File: config.mk
export PLATFORM = sky130hd
export DESIGN_NAME = bnms_mul
export DESIGN_NICKNAME = d
export VERILOG_FILES = /design/src/rtl/bnms_pkg.sv /design/src/rtl/bnms_mul.sv
export SDC_FILE = /design/constraint.sdc
export NUM_CORES = 1
export LEC_CHECK = 0
export BUFFER_PORTS_ARGS = -buffer_cell sky130_fd_sc_hd__buf_2
export CAP_MARGIN = 20
export CORE_MARGIN = 3
export CORE_UTILIZATION = 50
export CTS_CLUSTER_DIAMETER = 40
export DETAILED_ROUTE_END_ITERATION = 8
export PLACE_DENSITY = 0.77
export SETUP_SLACK_MARGIN = 0.15
export SYNTH_ARGS = -nofsm -noshare
export SYNTH_HDL_FRONTEND = slang
export SYNTH_SLANG_ARGS = --single-unit
File: constraint.sdc
create_clock -name clock -period 10.9 [get_ports clock]
set_input_delay 3.27 -clock clock [delete_from_list [all_inputs] [get_ports clock]]
set_output_delay 3.27 -clock clock [all_outputs]
set_load 0.005 [all_outputs]
File: src/rtl/bnms_pkg.sv
// ----------------------------------------------------------------------------
// bnms_pkg
// Shared constants for the box non-maximum suppression block: field widths,
// box word layout, multiplier operand widths and sequencer state codes.
// ----------------------------------------------------------------------------
package bnms_pkg;

   // defaults for the top level parameters
   localparam int DEF_MAX_BOXES  = 64;
   localparam int DEF_COORD_BITS = 16;

   // fixed field widths
   localparam int IO_COORD_BITS = 16;
   localparam int DIM_BITS      = 15;
   localparam int SCORE_BITS    = 16;
   localparam int CLS_BITS      = 8;
   localparam int THR_BITS      = 8;
   localparam int AREA_BITS     = 32;
   localparam int OVL_BITS      = 16;
   localparam int UNI_BITS      = 34;

   // box word layout, low part (coordinates sit above, width set by COORD_BITS)
   localparam int AREA_LO  = 0;
   localparam int CLS_LO   = AREA_LO + AREA_BITS;
   localparam int SCORE_LO = CLS_LO + CLS_BITS;
   localparam int H_LO     = SCORE_LO + SCORE_BITS;
   localparam int W_LO     = H_LO + DIM_BITS;
   localparam int Y_LO     = W_LO + DIM_BITS;

   // shared multiplier
   localparam int MUL_A_BITS = 32;
   localparam int MUL_B_BITS = 16;
   localparam int MUL_P_BITS = MUL_A_BITS + MUL_B_BITS;

   localparam logic [THR_BITS-1:0] THR_RESET = 8'd128;

   // sequencer states
   localparam int ST_BITS = 4;
   localparam logic [ST_BITS-1:0] ST_IDLE   = 4'd0;
   localparam logic [ST_BITS-1:0] ST_LD_MUL = 4'd1;
   localparam logic [ST_BITS-1:0] ST_LD_CHK = 4'd2;
   localparam logic [ST_BITS-1:0] ST_LD_CMP = 4'd3;
   localparam logic [ST_BITS-1:0] ST_LD_PUT = 4'd4;
   localparam logic [ST_BITS-1:0] ST_N_RDA  = 4'd5;
   localparam logic [ST_BITS-1:0] ST_N_LDA  = 4'd6;
   localparam logic [ST_BITS-1:0] ST_N_LDB  = 4'd7;
   localparam logic [ST_BITS-1:0] ST_N_INT  = 4'd8;
   localparam logic [ST_BITS-1:0] ST_N_UNI  = 4'd9;
   localparam logic [ST_BITS-1:0] ST_N_THR  = 4'd10;
   localparam logic [ST_BITS-1:0] ST_N_CMP  = 4'd11;
   localparam logic [ST_BITS-1:0] ST_O_RD   = 4'd12;
   localparam logic [ST_BITS-1:0] ST_O_SHOW = 4'd13;
   localparam logic [ST_BITS-1:0] ST_O_WAIT = 4'd14;

endpackage

File: src/rtl/bnms_mul.sv
// ----------------------------------------------------------------------------
// bnms_mul
// Shared unsigned multiplier with a registered product, used for box areas,
// overlap areas and the threshold times union product.
// ----------------------------------------------------------------------------
module bnms_mul
   import bnms_pkg::*;
(
   input  logic                  clock,
   input  logic [MUL_A_BITS-1:0] op_a,
   input  logic [MUL_B_BITS-1:0] op_b,
   output logic [MUL_P_BITS-1:0] prod
);

   logic [MUL_P_BITS-1:0] prod_ff;

   // register the product
   always_ff @(posedge clock) begin
      prod_ff <= MUL_P_BITS'(op_a) * MUL_P_BITS'(op_b);
   end

   assign prod = prod_ff;

endmodule

==> impl_metrics.tcl <==
set metrics [dict create \
    outcome "finished clean" \
    ys_dominant_reg_cell "dfxtp_1" \
    fmax_mhz 105 \
    placedCellCount 2396 \
    largest_reg_flops 48 \
    synth_edf_count 0 \
    grt_pass1_vias 14300 \
    crit_type "primary input to flop" \
    cts.hold.buffers_added 0 \
    die_h_um 192 \
    dr.pass1.iters 6 \
    tightest_slew_ns 0.811 \
    fin_crit_sh 0.876 \
    post-route-util 0.537 \
    postCtsSetupBuffers 0 \
    drt-wirelength-per-cell_um 17.9 \
    path_clk_slew_ns 0.07 \
    finalWirelength_um 43100 \
    avgViaCountPerCell 5.44 \
    rows 67 \
    io_buffers 96 \
    hold_viol 0 \
    start_util 0.511 \
    dieArea_sq_um 36800 \
    cts-root-buf "clkbuf_16" \
    netlist_area_sq_um 17300 \
    crit_required_ns 11.13 \
    min_path_type "primary input to flop" \
    hpwl_um 33600 \
    setup_violations 0 \
    fin_tns_setup_ns 0 \
    ys_types 51 \
    clkSinkCount 48 \
    synth_warnings 0 \
    drive_gt1_frac 0.0608 \
    synth_cells 1947 \
    grt_max_degree 33 \
    layoutNonFillerInstCount 2404 \
    syn2layout_area_growth_pct 4.96 \
    fin_nets 2542 \
    antennaDiodeCount 0 \
    synth_seq_cells 48 \
    yosysSeqAreaShare 0.0556 \
    antenna_found_initial 0 \
    cp_num_buf_inv 4 \
    async_flop_share 0 \
    grt_pass1_wl_um 70800 \
    rsz0062_at_grt "false" \
    io_pins 97 \
    drc 0 \
    num_vias 13100 \
    grt_overflow 0 \
    relSlewSlack 0.459 \
    cp-start-kind "primary input" \
    max_stage_delay_ns 0.61 \
    postSynthNetCount 2534 \
    routabilityCongestion 0.900 \
    drv_cap 0 \
    syn_avg_cell_area_sq_um 8.87 \
    cts_made_buffers 5 \
    crit_chain "buf_2, nand2_1, fa_1, inv_1, fa_1, fa_1, fa_1, fa_1, inv_1, fa_1, inv_1, ha_1, nand2_1, nor2_1, nand4_1, a21oi_1, o31ai_2, o41ai_2, a21boi_1, o21ai_0, xor2_1" \
    drt_iter0_markers 921 \
    cp.arrival_ns 9.78 \
    cp_common_cell "fa_1" \
    maxSlewViolCount 0 \
    cts_resized 0 \
    cts_htree_levels 2 \
    slowest_stage "buf_2" \
    crit_path_end_kind "flop" \
    crit_family "adder cells" \
    die_x_um 192 \
    ant_nets 0 \
    critPathMaxFanout 32 \
    core_area_sq_um 33800 \
    grtUsageTotal 0.244 \
    cts.path.max_buffers 2 \
    cts_tree "done" \
    min_period_ns 9.54 \
]
==> worst paths after layout <==
kind	from	endpoint	slack [ns]	depth (start not counted)
worst min-delay path	op_a[0]	prod[0]	3.44	2
worst max-delay path	op_b[10]	prod[42]	1.36	21
==> area by class of cell <==
| cell class | instances | area [sq um] |
|---|---|---|
| clock inverter | 2 | 38.8 |
| fill | 3026 | 15600 |
| inverter | 449 | 1690 |
| tap | 448 | 561 |
| clock buffer | 6 | 139 |
| sequential | 48 | 961 |
| timing repair buffer | 96 | 480 |
| multi-input combinational | 1355 | 14300 |
==> kinds of logic (layout without fill, tap and decap cells) <==
family | Yosys count | count (layout) | share of synthesized area
fa+ha+maj | 538 | 538 | 0.571
flops | 48 | 48 | 0.0556
simple gates | 620 | 620 | 0.173
compound gates | 152 | 152 | 0.0587
xor+xnor | 45 | 45 | 0.0228
buf+inv | 544 | 553 | 0.118
==> synth_stat cells (2+ instances only) <==
library cell  instances  area [sq um]
and3_1                5          31.3
inv_1               449          1690
and4_1                2          17.5
o21ai_0              27           135
nor3_1                5          25.0
nand2_1             333          1250
o21a_1                4          30.0
buf_2                 4          20.0
a21oi_2               2          17.5
a21o_1               18           135
nand2b_1              4          25.0
ha_1                120          1500
nand4_1              10          62.6
a21oi_1              51           255
nand3_1               8          40.0
clkbuf_1             91           342
o31ai_2               2          25.0
o211ai_1              2          15.0
nor4_1                3          18.8
nor2_1               24          90.1
a31o_2                3          26.3
and2_1              215          1350
xnor2_1              31           272
a2bb2oi_1             2          17.5
a21boi_0              2          15.0
fa_1                418          8370
o41ai_2               2          32.5
a21boi_1              2          15.0
o21bai_1             11          82.6
nor2b_1               6          37.5
dfxtp_1              48           961
a31oi_1              11          68.8
xor2_1               14           123
==> routing by layer <==
metal / global-route usage / wire length [um] / vias up
li1: - / - / 5697
met1: 0.304 / 16000 / 6679
met2: 0.430 / 21800 / 597
met3: 0.0350 / 3450 / 113
met4: 0.0929 / 1850 / 0
met5: 0 / 0 / -
==> cell usage in the layout (no fill, tap or decap), types with 27 or more instances in the layout <==
cell type,n
inv_1,449
fa_1,418
nand2_1,333
and2_1,215
ha_1,120
buf_2,96
a21oi_1,51
dfxtp_1,48
xnor2_1,31
o21ai_0,27
==> per-stage QoR <==
step	hold slack, ns	setup slack [ns]	area (sq um)
detailed placement	3.65	1.23	18000
CTS	3.42	1.51	18100
floorplan	3.39	2.14	17300
global route	3.44	1.12	18100
finish	3.44	1.36	18100
global placement	3.65	1.41	18000
Power is not shown: default switching activity piles up to over one toggle a cycle in this logic, so the estimate is an artifact.
