<file path="src/rtl/bnms_ram.sv">
// ----------------------------------------------------------------------------
// bnms_ram
// Generic single write port, single read port RAM with registered read data.
// ----------------------------------------------------------------------------
module bnms_ram #(
   parameter int WIDTH = 8,
   parameter int DEPTH = 64
) (
   input  logic                     clock,
   input  logic                     wr_en,
   input  logic [$clog2(DEPTH)-1:0] wr_addr,
   input  logic [WIDTH-1:0]         wr_data,
   input  logic [$clog2(DEPTH)-1:0] rd_addr,
   output logic [WIDTH-1:0]         rd_data
);

   logic [WIDTH-1:0] mem_ff [DEPTH];

   // write and registered read
   always_ff @(posedge clock) begin
      if (wr_en) begin
         mem_ff[wr_addr] <= wr_data;
      end
      rd_data <= mem_ff[rd_addr];
   end

endmodule

</file>
<file path="config.mk">
export PLATFORM = sky130hd
export DESIGN_NAME = bnms_ram
export DESIGN_NICKNAME = d
export VERILOG_FILES = /design/src/rtl/bnms_ram.sv
export SDC_FILE = /design/constraint.sdc
export NUM_CORES = 1
export LEC_CHECK = 0
export BUFFER_PORTS_ARGS = -buffer_cell sky130_fd_sc_hd__buf_2
export CELL_PAD_IN_SITES_DETAIL_PLACEMENT = 1
export CELL_PAD_IN_SITES_GLOBAL_PLACEMENT = 1
export CORE_AREA = 2 2 193 195
export DETAILED_ROUTE_END_ITERATION = 12
export DIE_AREA = 0 0 195 197
export PLACE_DENSITY_LB_ADDON = 0.12
export SLEW_MARGIN = 0
export SYNTH_ARGS = -nofsm -noshare
export SYNTH_HDL_FRONTEND = slang
export SYNTH_SLANG_ARGS = --single-unit
</file>
<file path="constraint.sdc">
create_clock -name clock -period 2.45 [get_ports clock]
set_clock_uncertainty 0.1 [all_clocks]
set_input_delay 0.245 -clock clock [delete_from_list [all_inputs] [get_ports clock]]
set_output_delay 0.245 -clock clock [all_outputs]
set_load 0.03 [all_outputs]
</file>
==> metrics.md, run 1 <==
| Metric | Value |
|---|---|
| RSZ-0062 raised after global routing | `false` |
| Gate power share | `5.4%` |
| Design area | `23500 um2` |
| Clock power frac | `between 40% and 50%` |
| Maxcap violations | `0` |
| Post-route ant nets | `0` |
| Top post-synthesis cells by area | `edfxtp_1 (76%), mux4_2 (14%), nor2_1 (1.5%)` |
| Syn nets | `962` |
| Placer Congestion | `between 0.8 and 0.9` |
| H-tree levels | `2` |
| Synth top area share | `approximately three quarters` |
| WP data arrival | `approximately 2.6 ns` |
| Vias per cell | `roughly 6.3` |
| Layout cells sized above 1 | `about a third` |
| Root buf cell | `clkbuf_16` |
| R2R Path End | `rd_data[6]$_DFF_P_` |
| Hold endpoint | `rd_data[6]$_DFF_P_` |
| Kind of critical path | `reg -> reg` |
| Postcts setup bufs | `0` |
| Hold buffers post-CTS | `0` |
| Maximum number of pins on one net before global-route repair | `65` |
| Sequential power share | `51.4%` |
| Tot GR Track Use | `between 20% and 30%` |
| Hold WC Path Type | `in -> reg` |
| Fmax | `approximately 440 MHz` |
| Clk slew on worst S/H paths | `0.07 ns` |
| Drt pass-1 iters | `5` |
| FP Rows | `70` |
| Post-cts repair resize count | `0` |
| Cells after Synth | `940` |
| R2R Setup Slk | `between 0.15 and 0.2 ns` |
| Clock Path Buffers | `3` |
| Die Span X | `approximately 200 um` |
| Slew headroom | `around 50%` |
| Reg2reg path depth | `5` |
| Main synth FF type | `edfxtp_1` |
| Die Area | `about 38000 um2` |
| Avg Inst Size Synth | `about 21 um2` |
| Async SR Flop Fraction | `0%` |
| Switching Fraction | `approximately 20%` |
| Final Cycle Share | `92.8%` |
| R2r startpoint | `mem_ff[29][6]$_DFFE_PP_` |
| Clock tree sinks | `520` |
| Number of port buffers | `29` |
| Maximum vdd drop | `approximately 0.77 mV` |
| Switch Pwr | `around 4000 uW` |
| Post-synthesis sequential area ratio | `77.0%` |
| Setup TNS Final | `0 ns` |
| Final Max Tran Viols | `0` |
| Routed WL | `50.4 mm` |
| Cts bufs inserted | `52` |
| Clock latency on the worst-skew pair | `roughly 0.59 ns` |
| Post-synthesis register bit count | `520` |
| Remaining DRCs | `0` |
| DR vias | `10.1k` |
| Grt total ovfl | `0` |
| Placeable core area | `~36000 um2` |
| Register Area | `between 15000 and 20000 um2` |
| Fillers | `2990` |
| EDFF count, synth | `between 500 and 600` |
| Nets | `roughly 1.1k` |
| Starting Density | `about 56%` |
| Number of I/O pins | `30` |
| Yosys cell types | `40` |
| Cell area after synthesis | `20200 um2` |
| Dpl cell area | `21700 um2` |
| Initial antenna violation count | `2` |
| Final Hold Fails | `0` |
| Cell-internal power | `approximately 15000 uW` |
| Initial DRC Count | `approximately 1k` |
| Area of the multi-input gates | `between 4000 and 5000 um2` |
| Leading area contributor after synthesis | `edfxtp_1` |
| CP endpoint kind | `flip-flop` |
| Die H | `between 150 and 200 um` |
| Required @ worst endpoint | `2.81 ns` |
| Wirelength per Cell | `roughly 31 um` |
| Static Leak | `between 0.007 and 0.008 uW` |
| Hold Path Stages | `3` |
| Worst-margin pin slew | `around 0.75 ns` |
| CP Max Fanout | `1` |
| CTS tree | `built` |
| First-pass GRT wire length | `roughly 75 mm` |
| HPWL after DPL | `about 32 mm` |
| YS warnings | `0` |
| Number of global-route vias before repair | `roughly 11k` |
| Hold path start | `rd_addr[5]` |
| Min Tclk post-route | `between 2 and 2.5 ns` |
| Setup violators final | `0` |
| Status | `completed` |
| Crit start category | `flip-flop` |
| Pwr Density | `819 nW/um2` |
| P&R area growth vs syn | `16.3%` |
[routing by layer]
layer  part of all wire (%)  GRT usage (%)  up-vias
met3                    5.5           4.30       88
met1                     41           37.2     5432
li1                       -              -     4245
met2                     50           45.2      363
met5                      0              0        -
met4                    3.1           10.0        0
[critical path: stages, from the launching register on]
cell and delay [ns]:
edfxtp_1 0.40, mux4_2 0.50, mux2_2 0.30, o221a_2 0.31, nor3_1 0.40, o32ai_1 0.14
[power groups by stage]
stage	registers (uW)	clock network (uW)	logic, uW
floorplan	10100	0	525
global placement	10100	0	990
detailed placement	10100	0	1030
CTS	9880	8390	1040
global route	9880	8670	1100
finish	9880	8300	1040
[cell type report]
type / count / share of cell area, %
antenna: 2 / 0.0213
clock buffer: 65 / 5.93
clock inverter: 28 / 1.64
multi-input combinational: 369 / 18.4
sequential: 520 / 66.2
tap: 468 / 2.50
timing repair buffer: 156 / 5.28
[synth_stat cells, types with 3 or more instances]
library cell / number
mux2_2: 13
buf_4: 13
mux4_2: 126
a221oi_1: 6
nor2b_1: 14
edfxtp_1: 512
o221ai_1: 8
nand3b_1: 3
nand2b_1: 7
buf_6: 4
o2bb2ai_1: 3
nor3_1: 7
a21oi_1: 3
clkbuf_1: 17
buf_2: 11
buf_1: 4
nand2_1: 19
a211oi_1: 4
o2111ai_1: 3
nand3_1: 13
a22oi_1: 3
o22ai_1: 8
dfxtp_1: 8
mux2i_1: 23
nor2_1: 83
[stage by stage]
| step | std cells | total power [uW] | setup WS [ns] | hold WS, ns | util (%) |
|---|---|---|---|---|---|
| 2_1_floorplan | 940 | 10600 | 0.437 | 0.244 | - |
| 3_3_place_gp | 1513 | 11000 | -0.0952 | 0.603 | 59.8 |
| 3_5_place_dp | 1513 | 11100 | -0.129 | 0.610 | 59.8 |
| 4_1_cts | 1606 | 19300 | 0.209 | 0.00497 | 64.7 |
| 5_1_grt | 1608 | 19600 | 0.157 | 0.0368 | 64.7 |
| 6_report | 1608 | 19200 | 0.175 | 0.0309 | 64.7 |
[layout by cell type (no fill, tap or decap), drive strengths merged, types with 13 or more instances in the layout]
cell	n
buf	155
clkbuf	66
clkinv	17
edfxtp	512
mux2	13
mux2i	23
mux4	126
nand2	19
nand3	13
nor2	83
nor2b	14
[cells by family (layout without fill, tap and decap cells)]
logic type	after synthesis	in the layout	share of synthesized area, %
compound gates	54	54	2.07
simple gates	153	153	3.39
other cells	0	2	0
buf+inv	51	249	1.57
mux	162	162	15.9
flops	520	520	77.0
[registers in the layout (all words and copies together) (netlist names)]
name and count:
mem_ff 512, rd_data 8
[how the worst max path moves through the flow]
| stage | start | to | slack, ns |
|---|---|---|---|
| finish | mem_ff[29][6]$_DFFE_PP_ | rd_data[6]$_DFF_P_ | 0.18 |
| global route | mem_ff[0][3]$_DFFE_PP_ | rd_data[3]$_DFF_P_ | 0.16 |
| CTS | mem_ff[29][6]$_DFFE_PP_ | rd_data[6]$_DFF_P_ | 0.21 |
| detailed placement | rd_addr[3] | rd_data[1]$_DFF_P_ | -0.13 |
| global placement | rd_addr[3] | rd_data[0]$_DFF_P_ | -0.1 |
| floorplan | rd_addr[1] | rd_data[3]$_DFF_P_ | 0.44 |
Note: power is estimated with default switching activity, not from simulation.
==> inputs of run 2 (changes only) <==
--- a/config.mk
+++ b/config.mk
@@ -5,7 +5,7 @@
 export SDC_FILE = /design/constraint.sdc
 export NUM_CORES = 1
 export LEC_CHECK = 0
-export BUFFER_PORTS_ARGS = -buffer_cell sky130_fd_sc_hd__buf_2
+export BUFFER_PORTS_ARGS = -buffer_cell sky130_fd_sc_hd__buf_4
 export CELL_PAD_IN_SITES_DETAIL_PLACEMENT = 1
 export CELL_PAD_IN_SITES_GLOBAL_PLACEMENT = 1
 export CORE_AREA = 2 2 193 195
==> run 2 against run 1 <==
  * Routed wire length shrank 5.4%
  * Worst hold slack gained 0.084 ns
  * Largest cell class unchanged
  * Combinational power is essentially flat
  * Critical path depth is the same
  * Final cell count shrank 1.2%
  * Sequential share of layout area grew 0.66 points
  * Worst setup slack gained 0.065 ns
  * Fmax grew 2.9%
  * Register-to-register slack gained 0.06 ns
  * Highest routed layer is now met5
  * Final area shrank 0.98%
  * Die area is the same
  * Flip-flop and latch count is the same
==> metrics.md, run 2 (synthesis gave the netlist of run 1 again) <==
| Metric | Value |
|---|---|
| Reg2reg path depth | `5 (unchanged)` |
| Hold buffers post-CTS | `1 (was 0)` |
| Most frequent cells in the layout | `edfxtp_1 (512), buf_4 (131), mux4_2 (126) (was edfxtp_1 (512), mux4_2 (126), buf_4 (119))` |
| Clock tree sinks | `520 (unchanged)` |
| CP Max Fanout | `1 (unchanged)` |
| Commonest non-fill, non-tap cell in the layout | `edfxtp_1 (unchanged)` |
| Initial DRC Count | `823 (was 1007)` |
| Maximum vdd drop | `0.698 mV (was 0.770 mV)` |
| Final Cycle Share | `90.2% (was 92.8%)` |
| Biggest register | `mem_ff (unchanged)` |
| Crit start category | `flip-flop (unchanged)` |
| Met2 routed WL | `23.1 mm (was 25.4 mm)` |
| R2R Setup Slk | `0.24 ns (was 0.18 ns)` |
| Postcts setup bufs | `0 (unchanged)` |
| Post-route ant nets | `0 (unchanged)` |
| Tot GR Track Use | `26.1% (was 27.2%)` |
| Cts bufs inserted | `51 (was 52)` |
| Status | `completed (unchanged)` |
| Routed WL | `47.7 mm (was 50.4 mm)` |
| Initial antenna violation count | `1 (was 2)` |
| Inserted Diodes | `0 (was 2)` |
| Top sig layer | `met5 (was met4)` |
| DR vias | `9914 (was 10.1k)` |
| Final Power | `18600 uW (was 19200 uW)` |
| Final Hold Fails | `0 (unchanged)` |
| Maximum number of pins on one net before global-route repair | `65 (unchanged)` |
| Clock latency on the worst-skew pair | `0.59 ns (about the same)` |
| Cells along the critical path | `mux4_2 -> mux2_2 -> o221a_2 -> nor3_1 -> o32ai_1 (unchanged)` |
| Required @ worst endpoint | `2.80 ns (was 2.81 ns)` |
| Maxcap violations | `0 (unchanged)` |
| Post-cts repair resize count | `0 (unchanged)` |
| Final Max Tran Viols | `0 (unchanged)` |
| Slowest cell delay on critical path | `0.49 ns (was 0.50 ns)` |
| Pwr Density | `801 nW/um2 (was 819 nW/um2)` |
| Min Tclk post-route | `2.21 ns (was 2.27 ns)` |
| Wirelength per Cell | `30.0 um (was 31.4 um)` |
| RSZ-0062 raised after global routing | `false (unchanged)` |
| Slew headroom | `50.1% (was 48.8%)` |
| WP data arrival | `2.56 ns (was 2.64 ns)` |
| HPWL after DPL | `29.8 mm (was 31.9 mm)` |
| Largest register FFs | `512 (unchanged)` |
| Layout cells sized above 1 | `30.9% (was 32.8%)` |
| Number of port buffers | `29 (unchanged)` |
| FP Rows | `70 (unchanged)` |
| Clock Path Buffers | `3 (unchanged)` |
| Die Area | `38400 um2 (unchanged)` |
| Slowest CP cell | `mux4_2 (unchanged)` |
| Clk slew on worst S/H paths | `0.06 ns (was 0.07 ns)` |
| H-tree levels | `2 (unchanged)` |
| Static Leak | `0.00750 uW (was 0.00764 uW)` |
| Hold WC Path Type | `in -> reg (unchanged)` |
| Met1 WL | `20.4 mm (was 20.7 mm)` |
| R2R Path End | `rd_data[4]$_DFF_P_ (was rd_data[6]$_DFF_P_)` |
| Regs by FF count | `mem_ff: 512 flops, rd_data: 8 flops (unchanged)` |
| Number of I/O pins | `30 (unchanged)` |
| Setup crit start | `mem_ff[29][4]$_DFFE_PP_ (was mem_ff[29][6]$_DFFE_PP_)` |
| Root buf cell | `clkbuf_16 (unchanged)` |
| Die Span X | `195 um (unchanged)` |
| Fmax | `453 MHz (was 440 MHz)` |
| Placer Congestion | `0.793 (was 0.824)` |
| R2r startpoint | `mem_ff[29][4]$_DFFE_PP_ (was mem_ff[29][6]$_DFFE_PP_)` |
| P&R area growth vs syn | `15.2% (was 16.3%)` |
| Placeable core area | `36300 um2 (unchanged)` |
| Worst-margin pin slew | `0.748 ns (about the same)` |
| Starting Density | `55.6% (unchanged)` |
| CTS tree | `built (unchanged)` |
| CP endpoint kind | `flip-flop (unchanged)` |
| Met3 Wirelength | `2.76 mm (was 2.79 mm)` |
| Remaining DRCs | `0 (unchanged)` |
| Die H | `197 um (unchanged)` |
| Drt pass-1 iters | `5 (unchanged)` |
| Vias per cell | `6.24 (was 6.30)` |
| Number of global-route vias before repair | `10.7k (was 11.1k)` |
| First-pass GRT wire length | `71.7 mm (was 74.7 mm)` |
| CP Capture Point | `rd_data[4]$_DFF_P_ (was rd_data[6]$_DFF_P_)` |
| Nets | `1104 (was 1121)` |
| Setup violators final | `0 (unchanged)` |
| Kind of critical path | `reg -> reg (unchanged)` |
| Core Util, Final | `64.0% (was 64.7%)` |
| Grt total ovfl | `0 (unchanged)` |
## run 2: changes by cell type in the layout (fill, tap and decap cells not counted)
cell,previous run,this run
buf_12,10,7
buf_2,26,0
buf_4,119,131
bufinv_16,10,5
clkbuf_1,10,15
clkbuf_8,3,4
clkinv_1,7,11
clkinv_2,10,5
clkinvlp_4,1,0
diode_2,2,0
dlygate4sd3_1,0,1
## run 2: critical path, delay by kind of cell (launching register included)
kind	cells	cell delay, ns
simple gates	1	0.39
compound gates	2	0.43
flops	1	0.39
mux	2	0.77
## run 2: final cells by class
class | instances | area, um2
Fill cell | 2987 | 13000
Multi-Input combinational cell | 369 | 4320
Timing Repair Buffer | 140 | 1150
Sequential cell | 520 | 15500
Tap cell | 468 | 586
Clock buffer | 71 | 1420
Clock inverter | 21 | 216
## run 2: metal layers
layer  vias to the layer above  GRT usage (%)
met5                         -              0
met4                         2           8.65
met3                        89           4.67
met2                       309           41.5
met1                      5308           37.4
li1                       4206              -
## run 2: worst min-delay path by stage
stage | startpoint | end | slack, ns | depth (start not counted)
floorplan | wr_data[0] | mem_ff[0][0]$_DFFE_PP_ | 0.24 | 0
global placement | rd_addr[5] | rd_data[5]$_DFF_P_ | 0.52 | 2
detailed placement | rd_addr[5] | rd_data[5]$_DFF_P_ | 0.52 | 2
CTS | rd_addr[4] | rd_data[1]$_DFF_P_ | 0.08 | 3
global route | rd_addr[4] | rd_data[1]$_DFF_P_ | 0.12 | 3
finish | wr_addr[1] | mem_ff[50][0]$_DFFE_PP_ | 0.12 | 3
## run 2: through the flow
step	setup WS, ns	std cells	hold WS [ns]	TNS [ns]	area [um2]
finish	0.240	1589	0.115	0	23200
global route	0.212	1589	0.116	0	23200
CTS	0.220	1589	0.0814	0	23200
detailed placement	-0.137	1496	0.523	-0.308	21600
global placement	-0.0709	1496	0.516	-0.192	21600
floorplan	0.437	940	0.244	0	20200
## run 2: where the power goes
| group | total (uW) | internal, uW | switching (uW) | leakage (uW) |
|---|---|---|---|---|
| logic | 1010 | 398 | 611 | 0.00203 |
| clock network | 7710 | 4550 | 3160 | 0.000800 |
| registers | 9880 | 9850 | 35.4 | 0.00467 |
